===== src/sv/ulist_pkg.sv =====
// Types and constants of the unordered handle list.
// No dependencies; used by every module of the block.
`default_nettype none

package ulist_pkg;

  localparam int CAPACITY_DEF = 64;
  localparam int DATA_W       = 32;
  localparam int POS_W        = 6;
  localparam int CNT_W        = 7;

  typedef enum logic [2:0] {
    MODE_PUSH   = 3'd0,
    MODE_POP    = 3'd1,
    MODE_DELETE = 3'd2,
    MODE_INSERT = 3'd3,
    MODE_FIND   = 3'd4,
    MODE_SET    = 3'd5,
    MODE_READ   = 3'd6
  } mode_t;

  typedef enum logic [2:0] {
    ST_OK       = 3'd0,
    ST_EMPTY    = 3'd1,
    ST_FULL     = 3'd2,
    ST_BADPOS   = 3'd3,
    ST_NOTFOUND = 3'd4,
    ST_ZERO     = 3'd5
  } status_t;

  typedef enum logic [2:0] {
    S_IDLE,
    S_EXEC,
    S_RD1,
    S_RD2,
    S_WR2,
    S_SCAN,
    S_DONE
  } state_t;

  typedef struct packed {
    logic [DATA_W-1:0] value;
    logic [POS_W-1:0]  slot;
    logic [CNT_W-1:0]  count;
    status_t           status;
  } res_t;

endpackage

`default_nettype wire


===== src/sv/ulist_mem.sv =====
// Handle storage: one write port, one read port with registered read data.
// Depends on ulist_pkg for the data width.
`default_nettype none

module ulist_mem #(
  parameter int CAPACITY = ulist_pkg::CAPACITY_DEF,
  localparam int AW = $clog2(CAPACITY)
) (
  input  wire logic                        clk,
  input  wire logic                        we,
  input  wire logic [AW-1:0]               waddr,
  input  wire logic [ulist_pkg::DATA_W-1:0] wdata,
  input  wire logic [AW-1:0]               raddr,
  output logic      [ulist_pkg::DATA_W-1:0] rdata
);

  logic [ulist_pkg::DATA_W-1:0] entries [CAPACITY];

  // Write slot
  always_ff @(posedge clk) begin
    if (we) begin
      entries[waddr] <= wdata;
    end
  end

  // Read slot, read data registered
  always_ff @(posedge clk) begin
    rdata <= entries[raddr];
  end

endmodule

`default_nettype wire


===== src/sv/ulist_seq.sv =====
// Sequencer of the handle list: checks a request, drives the storage ports
// step by step and compares handles during find. Depends on ulist_pkg.
`default_nettype none

module ulist_seq #(
  parameter int CAPACITY = ulist_pkg::CAPACITY_DEF,
  localparam int AW = $clog2(CAPACITY),
  localparam int LW = $clog2(CAPACITY + 1)
) (
  input  wire logic                         clk,
  input  wire logic                         rst,
  input  wire logic                         req_valid,
  output logic                              req_ready,
  input  wire logic [2:0]                   req_mode,
  input  wire logic [ulist_pkg::DATA_W-1:0] req_handle,
  input  wire logic [ulist_pkg::POS_W-1:0]  req_pos,
  output logic                              mem_we,
  output logic      [AW-1:0]                mem_waddr,
  output logic      [ulist_pkg::DATA_W-1:0] mem_wdata,
  output logic      [AW-1:0]                mem_raddr,
  input  wire logic [ulist_pkg::DATA_W-1:0] mem_rdata,
  output logic                              res_valid,
  input  wire logic                         res_ready,
  output ulist_pkg::res_t                   res
);

  // Compare width: holds a length and a position
  localparam int CMPW = (LW > ulist_pkg::CNT_W) ? LW : ulist_pkg::CNT_W;

  ulist_pkg::state_t state, state_next;
  logic [LW-1:0]     length, length_next;

  ulist_pkg::mode_t             r_mode;
  logic [ulist_pkg::DATA_W-1:0] r_handle;
  logic [ulist_pkg::POS_W-1:0]  r_pos;

  logic [ulist_pkg::DATA_W-1:0] value, value_next;
  logic [ulist_pkg::POS_W-1:0]  slot, slot_next;
  ulist_pkg::status_t           status, status_next;

  logic [CMPW-1:0] scan_idx, scan_idx_next;
  logic [CMPW-1:0] cmp_idx, cmp_idx_next;
  logic            cmp_valid, cmp_valid_next;

  logic [CMPW-1:0] len_ext, len_m1, pos_ext;
  logic [AW-1:0]   len_addr, last_addr, pos_addr;
  logic            zero_handle, full, empty, match;

  assign len_ext     = CMPW'(length);
  assign len_m1      = len_ext - CMPW'(1);
  assign pos_ext     = CMPW'(r_pos);
  assign len_addr    = len_ext[AW-1:0];
  assign last_addr   = len_m1[AW-1:0];
  assign pos_addr    = pos_ext[AW-1:0];
  assign zero_handle = (r_handle == '0);
  assign full        = (len_ext == CMPW'(CAPACITY));
  assign empty       = (length == '0);
  assign match       = cmp_valid && (mem_rdata == r_handle);

  assign res.value  = value;
  assign res.slot   = slot;
  assign res.count  = len_ext[ulist_pkg::CNT_W-1:0];
  assign res.status = status;

  // Latch the request
  always_ff @(posedge clk) begin
    if (req_valid && req_ready) begin
      r_mode   <= ulist_pkg::mode_t'(req_mode);
      r_handle <= req_handle;
      r_pos    <= req_pos;
    end
  end

  // Control registers
  always_ff @(posedge clk) begin
    if (rst) begin
      state     <= ulist_pkg::S_IDLE;
      length    <= '0;
      cmp_valid <= 1'b0;
    end else begin
      state     <= state_next;
      length    <= length_next;
      cmp_valid <= cmp_valid_next;
    end
  end

  // Result and scan registers
  always_ff @(posedge clk) begin
    value    <= value_next;
    slot     <= slot_next;
    status   <= status_next;
    scan_idx <= scan_idx_next;
    cmp_idx  <= cmp_idx_next;
  end

  // Next state, storage ports and result
  always_comb begin
    state_next     = state;
    length_next    = length;
    value_next     = value;
    slot_next      = slot;
    status_next    = status;
    scan_idx_next  = scan_idx;
    cmp_idx_next   = cmp_idx;
    cmp_valid_next = cmp_valid;
    mem_we         = 1'b0;
    mem_waddr      = len_addr;
    mem_wdata      = r_handle;
    mem_raddr      = pos_addr;
    req_ready      = 1'b0;
    res_valid      = 1'b0;

    unique case (state)
      // Take no request while reset is held
      ulist_pkg::S_IDLE: begin
        req_ready = !rst;
        if (req_valid && req_ready) begin
          value_next  = '0;
          slot_next   = '0;
          status_next = ulist_pkg::ST_OK;
          state_next  = ulist_pkg::S_EXEC;
        end
      end

      // Check the request and issue its first access
      ulist_pkg::S_EXEC: begin
        state_next = ulist_pkg::S_DONE;
        unique case (r_mode)
          ulist_pkg::MODE_PUSH: begin
            if (zero_handle) begin
              status_next = ulist_pkg::ST_ZERO;
            end else if (full) begin
              status_next = ulist_pkg::ST_FULL;
            end else begin
              mem_we      = 1'b1;
              slot_next   = len_ext[ulist_pkg::POS_W-1:0];
              length_next = length + LW'(1);
            end
          end
          ulist_pkg::MODE_POP: begin
            if (empty) begin
              status_next = ulist_pkg::ST_EMPTY;
            end else begin
              mem_raddr  = last_addr;
              state_next = ulist_pkg::S_RD1;
            end
          end
          ulist_pkg::MODE_DELETE, ulist_pkg::MODE_READ: begin
            if (pos_ext >= len_ext) begin
              status_next = ulist_pkg::ST_BADPOS;
            end else begin
              state_next = ulist_pkg::S_RD1;
            end
          end
          ulist_pkg::MODE_INSERT: begin
            if (zero_handle) begin
              status_next = ulist_pkg::ST_ZERO;
            end else if (pos_ext > len_ext) begin
              status_next = ulist_pkg::ST_BADPOS;
            end else if (full) begin
              status_next = ulist_pkg::ST_FULL;
            end else if (pos_ext < len_ext) begin
              state_next = ulist_pkg::S_RD1;
            end else begin
              mem_we      = 1'b1;
              length_next = length + LW'(1);
            end
          end
          ulist_pkg::MODE_FIND: begin
            if (zero_handle) begin
              status_next = ulist_pkg::ST_ZERO;
            end else begin
              scan_idx_next  = '0;
              cmp_valid_next = 1'b0;
              state_next     = ulist_pkg::S_SCAN;
            end
          end
          ulist_pkg::MODE_SET: begin
            if (zero_handle) begin
              status_next = ulist_pkg::ST_ZERO;
            end else if (pos_ext >= len_ext) begin
              status_next = ulist_pkg::ST_BADPOS;
            end else begin
              mem_we    = 1'b1;
              mem_waddr = pos_addr;
            end
          end
          default: begin
            // unused mode: nothing to do
          end
        endcase
      end

      // First read data is back
      ulist_pkg::S_RD1: begin
        unique case (r_mode)
          ulist_pkg::MODE_POP: begin
            value_next  = mem_rdata;
            length_next = length - LW'(1);
            state_next  = ulist_pkg::S_DONE;
          end
          ulist_pkg::MODE_DELETE: begin
            value_next = mem_rdata;
            mem_raddr  = last_addr;
            state_next = ulist_pkg::S_RD2;
          end
          ulist_pkg::MODE_INSERT: begin
            // move the displaced handle to the end
            mem_we     = 1'b1;
            mem_wdata  = mem_rdata;
            state_next = ulist_pkg::S_WR2;
          end
          default: begin
            value_next = mem_rdata;
            state_next = ulist_pkg::S_DONE;
          end
        endcase
      end

      // Delete: fill the hole with the last handle
      ulist_pkg::S_RD2: begin
        mem_we      = 1'b1;
        mem_waddr   = pos_addr;
        mem_wdata   = mem_rdata;
        length_next = length - LW'(1);
        state_next  = ulist_pkg::S_DONE;
      end

      // Insert: place the new handle
      ulist_pkg::S_WR2: begin
        mem_we      = 1'b1;
        mem_waddr   = pos_addr;
        length_next = length + LW'(1);
        state_next  = ulist_pkg::S_DONE;
      end

      // Find: one read issued and one compare each cycle
      ulist_pkg::S_SCAN: begin
        if (match) begin
          slot_next      = cmp_idx[ulist_pkg::POS_W-1:0];
          cmp_valid_next = 1'b0;
          state_next     = ulist_pkg::S_DONE;
        end else if (scan_idx < len_ext) begin
          mem_raddr      = scan_idx[AW-1:0];
          cmp_valid_next = 1'b1;
          cmp_idx_next   = scan_idx;
          scan_idx_next  = scan_idx + CMPW'(1);
        end else begin
          status_next    = ulist_pkg::ST_NOTFOUND;
          cmp_valid_next = 1'b0;
          state_next     = ulist_pkg::S_DONE;
        end
      end

      // Hand the result to the output register
      ulist_pkg::S_DONE: begin
        res_valid = 1'b1;
        if (res_ready) begin
          state_next = ulist_pkg::S_IDLE;
        end
      end

      default: begin
        state_next = ulist_pkg::S_IDLE;
      end
    endcase
  end

endmodule

`default_nettype wire


===== src/sv/unordered_handle_list.sv =====
// Top level of the unordered handle list: sequencer, storage, output register.
// Depends on ulist_pkg, ulist_seq and ulist_mem.
//
//   channel  signals                         direction
//   in       in_valid/in_ready, mode,        request in
//            handle, position
//   out      out_valid/out_ready, value,     result out
//            slot, count, status
//
// Each request goes through one sequencer and one storage port pair: push, set,
// insert at the end and errors check and end; pop and read make a read, delete
// two reads and a write, insert elsewhere a read and two writes; find reads one
// slot per cycle. in_ready is high only while the sequencer is idle; a result
// waiting in the output register does not block the next request, only the next
// result. Reset clears the length; storage contents are not cleared.
`default_nettype none

module unordered_handle_list #(
  parameter int CAPACITY = ulist_pkg::CAPACITY_DEF
) (
  input  wire logic                         clk,
  input  wire logic                         rst,
  input  wire logic                         in_valid,
  output logic                              in_ready,
  input  wire logic [2:0]                   mode,
  input  wire logic [ulist_pkg::DATA_W-1:0] handle,
  input  wire logic [ulist_pkg::POS_W-1:0]  position,
  output logic                              out_valid,
  input  wire logic                         out_ready,
  output logic      [ulist_pkg::DATA_W-1:0] value,
  output logic      [ulist_pkg::POS_W-1:0]  slot,
  output logic      [ulist_pkg::CNT_W-1:0]  count,
  output logic      [2:0]                   status
);

  localparam int AW = $clog2(CAPACITY);

  logic                         mem_we;
  logic [AW-1:0]                mem_waddr, mem_raddr;
  logic [ulist_pkg::DATA_W-1:0] mem_wdata, mem_rdata;
  logic                         res_valid, res_ready;
  ulist_pkg::res_t              res, out_res;

  ulist_seq #(.CAPACITY(CAPACITY)) u_seq (
    .clk       (clk),
    .rst       (rst),
    .req_valid (in_valid),
    .req_ready (in_ready),
    .req_mode  (mode),
    .req_handle(handle),
    .req_pos   (position),
    .mem_we    (mem_we),
    .mem_waddr (mem_waddr),
    .mem_wdata (mem_wdata),
    .mem_raddr (mem_raddr),
    .mem_rdata (mem_rdata),
    .res_valid (res_valid),
    .res_ready (res_ready),
    .res       (res)
  );

  ulist_mem #(.CAPACITY(CAPACITY)) u_mem (
    .clk  (clk),
    .we   (mem_we),
    .waddr(mem_waddr),
    .wdata(mem_wdata),
    .raddr(mem_raddr),
    .rdata(mem_rdata)
  );

  // Output register: load when empty or being drained
  assign res_ready = !out_valid || out_ready;

  always_ff @(posedge clk) begin
    if (rst) begin
      out_valid <= 1'b0;
    end else if (res_ready) begin
      out_valid <= res_valid;
    end
  end

  always_ff @(posedge clk) begin
    if (res_ready && res_valid) begin
      out_res <= res;
    end
  end

  assign value  = out_res.value;
  assign slot   = out_res.slot;
  assign count  = out_res.count;
  assign status = out_res.status;

endmodule

`default_nettype wire


===== config.mk =====
export PLATFORM = sky130hd
export DESIGN_NAME = unordered_handle_list
export DESIGN_NICKNAME = d
export VERILOG_FILES = /design/src/sv/ulist_pkg.sv /design/src/sv/ulist_mem.sv /design/src/sv/ulist_seq.sv /design/src/sv/unordered_handle_list.sv
export SDC_FILE = /design/constraint.sdc
export NUM_CORES = 2
export LEC_CHECK = 0
export CAP_MARGIN = 20
export CORE_ASPECT_RATIO = 0.7
export CORE_MARGIN = 10
export CORE_UTILIZATION = 55
export CTS_CLUSTER_SIZE = 20
export DETAILED_ROUTE_END_ITERATION = 16
export DONT_BUFFER_PORTS = 1
export PLACE_DENSITY = 0.74
export SLEW_MARGIN = 20
export SYNTH_ARGS = -nofsm -noshare
export SYNTH_HDL_FRONTEND = slang
export SYNTH_SLANG_ARGS = --single-unit

===== constraint.sdc =====
create_clock -name clk -period 6 [get_ports clk]
set_clock_uncertainty 0.2 [all_clocks]
set_input_delay 1.2 -clock clk [delete_from_list [all_inputs] [get_ports clk]]
set_output_delay 1.2 -clock clk [all_outputs]
set_load 0.01 [all_outputs]

# After elaboration in Yosys (flattened, before gate mapping)
# Memory sizes are Yosys's and may differ from the RTL's. A register that Yosys moved wholly into a read port is not among the register bits.
# Index checks and enable logic that the tools add are counted.
# Widths: inputs -> output; s select.
totals:
  word_cells: 169
  ff_bits: 155
  input_bits: 45
  memories: 1
  ram_bits: 2048
  output_inout_bits: 50
memory_table:
  columns: ["memory", "words", "width", "rd", "rd_ports_with_merged_regs", "wr", "line", "source"]
  rows:
  - ["u_mem.entries", 64, 32, 1, 1, 1, "ulist_mem.sv:17", "logic [ulist_pkg::DATA_W-1:0] entries [CAPACITY];"]
op_classes:
  reduce_logical: 25
  n_addsub: 3
  n_bitwise: 1
  n_eq_ne: 37
  magnitude_cmp: 4
  n_mux: 82
ops:
  columns: ["operator", "count"]
  rows:
  - ["$pmux 32 s2", 2]
  - ["$mux 32", 3]
  - ["$mux 6", 13]
  - ["$mux 7", 11]
  - ["$mux 3", 21]
  - ["$pmux 3 s6", 2]
  - ["$pmux 6 s3", 2]
  - ["$eq 32x32->1", 1]
  - ["$logic_not 32->1", 1]
  - ["$pmux 7 s2", 2]
  - ["$pmux 7 s4", 1]
  - ["$eq 3x3->1 const B", 6]
  - ["$ne 2x2->1 const B", 9]
  - ["$ne 3x3->1 const B", 6]
  - ["$mux 1", 17]
  - ["$add 7x1->7 const B", 2]
  - ["$eq 3x2->1 const B", 4]
  - ["$ne 3x2->1 const B", 4]
  - ["$pmux 3 s4", 1]
  - ["$pmux 6 s2", 1]
  - ["$reduce_and 3->1", 4]
  - ["$pmux 3 s3", 1]
  - ["$reduce_and 9->1", 1]
  - ["$eq 7x7->1 const B", 1]
  - ["other kinds (25)", 36]

# Logic depth before layout (Yosys ltp)
depth:
  ltp_word: 9
  ltp_mapped: 19
  depth_no_buf: 12

# Hierarchy
# A second synthesis with hierarchy kept.
unflattened:
  cells_unflattened: 4093
  area_unflattened_um2: 86586.8
modules_own_cells:
  columns: ["mod", "area_each_um2", "n_inst", "cells_per_inst"]
  rows:
  - ["ulist_mem", 79039.6, 1, 3511]
  - ["ulist_seq", 6050.8, 1, 529]
  - ["unordered_handle_list", 1496.4, 1, 53]

# Worst setup path after synthesis
# Ideal clock, no wire load.
synth_timing:
  path_type: "register to register"
  startpoint: "register u_seq.length[4] (netlist: u_seq.len_ext[4])"
  endpoint: "memory u_mem.entries[19][0] (netlist name), enable pin"
  path_stages_with_launch: 13
  arrival_ns: 4.376
  path_buffers: 1
  setup_ns: 0.421
  synth_period_minus_slack_ns: 4.997
  setup_slack_ns: 1.003
  path_cell_list: "dfxtp_1 -> clkbuf_1 -> inv_1 -> ha_1 -> a21o_1 -> a21oi_1 -> nor2_1 -> o41ai_1 -> a22oi_1 -> mux2i_1 -> nor2b_1 -> nand3_1 -> nor2_1"
synth_via:
  elab_chain_cells: 9
  word_cells_on_any_way: 20
  classes_between: "order compare: 3; eq/ne: 1; mux: 16"
synth_rtl:
  columns: ["element", "line", "source"]
  rows:
  - ["start, declared", "ulist_seq.sv:31", "logic [LW-1:0] length, length_next;"]
  - ["start signal, assigned", "ulist_seq.sv:82", "length <= length_next;"]
  - ["$lt 6x7->1", "ulist_seq.sv:162", "end else if (pos_ext < len_ext) begin"]
  - ["$mux 1", "ulist_seq.sv:162", null]
  - ["$mux 1", "ulist_seq.sv:160", "end else if (full) begin"]
  - ["$mux 1", "ulist_seq.sv:158", "end else if (pos_ext > len_ext) begin"]
  - ["$mux 1", "ulist_seq.sv:156", "if (zero_handle) begin"]
  - ["$pmux 1 s3", "ulist_seq.sv:128", "unique case (r_mode)"]
  - ["$pmux 1 s3", "ulist_seq.sv:113", "unique case (state)"]
  - ["$mux 1", "ulist_mem.sv:21", "if (we) begin"]
  - ["$mux 1 (not written as such)", "ulist_mem.sv:22", "entries[waddr] <= wdata;"]
  - ["end, declared", "ulist_mem.sv:17", null]
# Several ways; a longest one is shown, not always the timed one.

# Final worst setup path
layout_timing:
  startpoint: "register u_seq.state[1]"
  endpoint: "register u_mem.rdata[12] (netlist name), read port of u_mem.entries"
layout_via:
  elab_chain_cells: 2
  word_cells_on_any_way: 4
  classes_between: "eq/ne: 3; mux: 1"
layout_rtl:
  columns: ["element", "line", "source"]
  rows:
  - ["start, declared", "ulist_seq.sv:30", "ulist_pkg::state_t state, state_next;"]
  - ["start signal, assigned", "ulist_seq.sv:77", "state <= ulist_pkg::S_IDLE;"]
  - ["start signal, assigned", "ulist_seq.sv:81", "state <= state_next;"]
  - ["$eq 3x3->1, or another cell as far along", "ulist_seq.sv:113", null]
  - ["$pmux 6 s3 *", "ulist_seq.sv:113", null]
  - ["end, declared", "ulist_mem.sv:14", "output logic [ulist_pkg::DATA_W-1:0] rdata"]
# Mark *: on every way between the ends. The rest lies on a longest branch, timed or not.
# A chain may end at the register's enable or synchronous reset.

==> flow_metrics.env <==
export IMPL_status="complete, no violations"
export IMPL_ctsHoldBuffers=0
export IMPL_cts_resized=0
export IMPL_post_drt_wl_per_cell_um=33.2
export IMPL_yosysTopAreaCell="edfxtp_1"
export IMPL_seq_area_sq_um=66700
export IMPL_die_height_um=358
export IMPL_rsz0062_at_grt="no"
export IMPL_area_growth_pct=12.3
export IMPL_ios=95
export IMPL_timing_final_crit_share_pct=97.6
export IMPL_postLayoutCoreUtil_pct=62.4
export IMPL_gp_congestion=0.979
export IMPL_yosys_top_cells_area="edfxtp_1, mux2i_1, mux2_2"
export IMPL_syn_area_sq_um=89600
export IMPL_hpwl_um=158000
export IMPL_drtPass1Iterations=6
export IMPL_yosys_warnings=0
export IMPL_routed_via_density=6.68
export IMPL_p_sw_mw=14.7
export IMPL_multi_input_area_sq_um=21700
export IMPL_htree_levels=4
export IMPL_slowest_stage="o21ai_0"
export IMPL_drt_iter0_drc=8606
export IMPL_fin_crit_ns=5.86
export IMPL_grt_max_degree=87
export IMPL_synth_distinct_cells=81
export IMPL_num_rows=123
export IMPL_grt_pass1_wl_um=364000
export IMPL_fillers=11100
export IMPL_max_cap_violations=0
export IMPL_ir_worst_vdd_mv=0.372
export IMPL_critical_path_class="reg2reg"
export IMPL_sequentialPowerShare_pct=42.7
export IMPL_syn_avg_cell_area_sq_um=16.7
export IMPL_synthFlopType="edfxtp_1"
export IMPL_synth_edff_count=2191
export IMPL_setup_viol=0
export IMPL_worst_slew_pin_slew_ns=1.26
export IMPL_slew_viol_final=0
export IMPL_clkSinkCount=2235
export IMPL_grt_pass1_vias=49300
export IMPL_power_internal_mw=29.4
export IMPL_required_ns=6.45
export IMPL_crit_path_cell_trace="or3b_1 -> o22ai_1 -> o21ai_0 -> o31ai_1 -> o31ai_4 -> buf_12 -> buf_4 -> mux2i_1 -> o22ai_1 -> o21ai_0 -> nand4_1"
export IMPL_remaining_drc_errors=0
export IMPL_cts_buffers=191
export IMPL_cp_arrival_ns=6.31
export IMPL_numPortBuffers=0
export IMPL_seq_area_frac_synth_pct=74.4
export IMPL_slew_headroom_pct=15.2
export IMPL_vias=52400
export IMPL_start_util_pct=55.6
export IMPL_yosys_area_top_type_share_pct=73.4
export IMPL_fin_setup_tns_ns=0
export IMPL_total_leakage_power_nw=34.2
export IMPL_p_sw_share_pct=33.3
export IMPL_die_w_um=502
export IMPL_final_nets=5618
export IMPL_grt_ovfl_total=0
export IMPL_pwr_share_clk_pct=27.0
export IMPL_pwr_density_cell_nw_per_um2=438
export IMPL_slowest_delay_ns=1.01
export IMPL_critPathMaxFanout=85
export IMPL_syn_inst=5374
export IMPL_tritoncts="built"
export IMPL_dieArea_sq_um=180000
export IMPL_combPwrFrac_pct=30.3
export IMPL_min_path_type="in2reg"
export IMPL_antenna_left=0
export IMPL_grt_antenna_before_repair=15
export IMPL_clk_pin_slew_ns=0.07
export IMPL_wl_um=260000
export IMPL_cts_root_buf="clkbuf_16"
export IMPL_post_cts_setup_buffers=0
export IMPL_drive_gt1_share_pct=16.5
export IMPL_crit_path_end_kind="flip-flop"
export IMPL_finalHoldViolations=0
export IMPL_clock_latency_ns=0.87
export IMPL_track_usage_pct=28.3
export IMPL_postSynthNetCount=5434
export IMPL_power_mw=44.1
export IMPL_ys_ff_latch=2235
export IMPL_coreArea_sq_um=161000
export IMPL_critPathLaunchType="flip-flop"
export IMPL_cts_path_max_buffers=3
export IMPL_async_flop_share_pct=0
export IMPL_fmax_mhz=171
==> area by class of cell <==
cell class	instances	share of cell area, %
flip-flops and latches	2235	66.3
multi-input cells	2791	21.6
clock buffers	240	4.95
repair buffers	322	3.57
well taps	2125	2.64
clock inverters	110	0.905
inverters	17	0.0634
diodes	2	0.00497
==> critical path: cells and delay by family (launching register included) <==
| family | cells | cell delay [ns] |
|---|---|---|
| multiplexers | 1 | 0.24 |
| AO/OA/AOI/OAI | 6 | 2.68 |
| buffers and inverters | 2 | 0.99 |
| flip-flops | 1 | 0.83 |
| AND/OR/NAND/NOR | 2 | 0.68 |
==> power by group through the flow <==
stage	clock (mW)	combinational (mW)	sequential (mW)
floorplan	0	8.42	18.9
global placement	0	12.7	19.1
detailed placement	0	12.9	19.1
CTS	12.0	13.0	18.8
global route	12.6	13.9	18.8
finish	11.9	13.4	18.8
==> cells by family after synthesis <==
kind of cell,after synthesis,share of synthesized area [%]
fa+ha+maj,15,0.209
buf+inv,348,2.01
mux,1030,11.9
xor+xnor,47,0.459
simple gates,946,4.92
flops,2235,74.4
compound gates,753,6.12
==> synth_stat cells, types with 45 or more instances <==
| cell | n |
|---|---|
| o22ai_1 | 224 |
| edfxtp_1 | 2191 |
| nor4_1 | 45 |
| mux2i_1 | 779 |
| o21ai_0 | 79 |
| a211oi_1 | 86 |
| a211o_1 | 54 |
| nand2_1 | 493 |
| buf_4 | 73 |
| buf_2 | 100 |
| nor2_1 | 121 |
| a2111oi_0 | 131 |
| clkbuf_1 | 125 |
| mux2_2 | 249 |
| nand4_1 | 48 |
| and3_1 | 77 |
| nand3_1 | 68 |
==> placed cells by master, fill, tap and decap left out, types with 16 or more instances in the layout <==
cell and instances:
edfxtp_1 2191, mux2i_1 779, nand2_1 492, mux2_2 244
buf_4 228, o22ai_1 223, clkbuf_16 192, a2111oi_0 131
buf_12 94, a211oi_1 86, o21ai_0 78, and3_1 76
nand3_1 66, nor2_4 65, nor2_1 54, a211o_1 54
nand4_1 48, clkbuf_1 48, clkinv_1 47, nor4_1 45
dfxtp_1 44, xnor2_1 41, and2_1 38, clkinv_2 32
o32ai_1 29, a22oi_1 29, a31oi_1 26, a21oi_1 24
a311oi_1 18, inv_1 16
==> stage by stage <==
stage | worst slack, ns | std cells | hold WS (ns) | instance area, sq um
6_report | 0.141 | 7842 | 0.192 | 101000
5_1_grt | 0.117 | 7840 | 0.158 | 101000
4_1_cts | 0.423 | 7840 | 0.144 | 101000
3_5_place_dp | 0.507 | 7490 | 0.205 | 94700
3_3_place_gp | 0.413 | 7489 | 0.205 | 94700
2_1_floorplan | 1.00 | 5374 | 0.200 | 89600
==> worst paths after layout <==
path | startpoint | endpoint | slack (ns) | cells after the start
worst max register to register | u_seq.state[1] | u_mem.rdata[12] | 0.14 | 11
worst min-delay path | rst | u_seq.len_ext[5] | 0.19 | 1
worst min register to register | u_seq.value[13] | value[13] | 0.21 | 0
worst max-delay path | u_seq.state[1] | u_mem.rdata[12] | 0.14 | 11
==> flip-flops by register name (all words and copies together), names as in the netlist, 7 cells and up <==
name,flops
u_seq.len_ext,7
value,32
count,7
u_seq.r_handle,32
u_seq.value,32
u_mem.entries,2048
u_mem.rdata,32
u_seq.scan_idx,7
==> per-layer routing <==
metal / GRT usage (%) / part of all wire [%]
met1: 41.3 / 39
met2: 38.1 / 41
met3: 11.6 / 16
met4: 9.60 / 3.6
met5: 0 / 0.046
No activity file was read; power rests on OpenSTA's default activity.
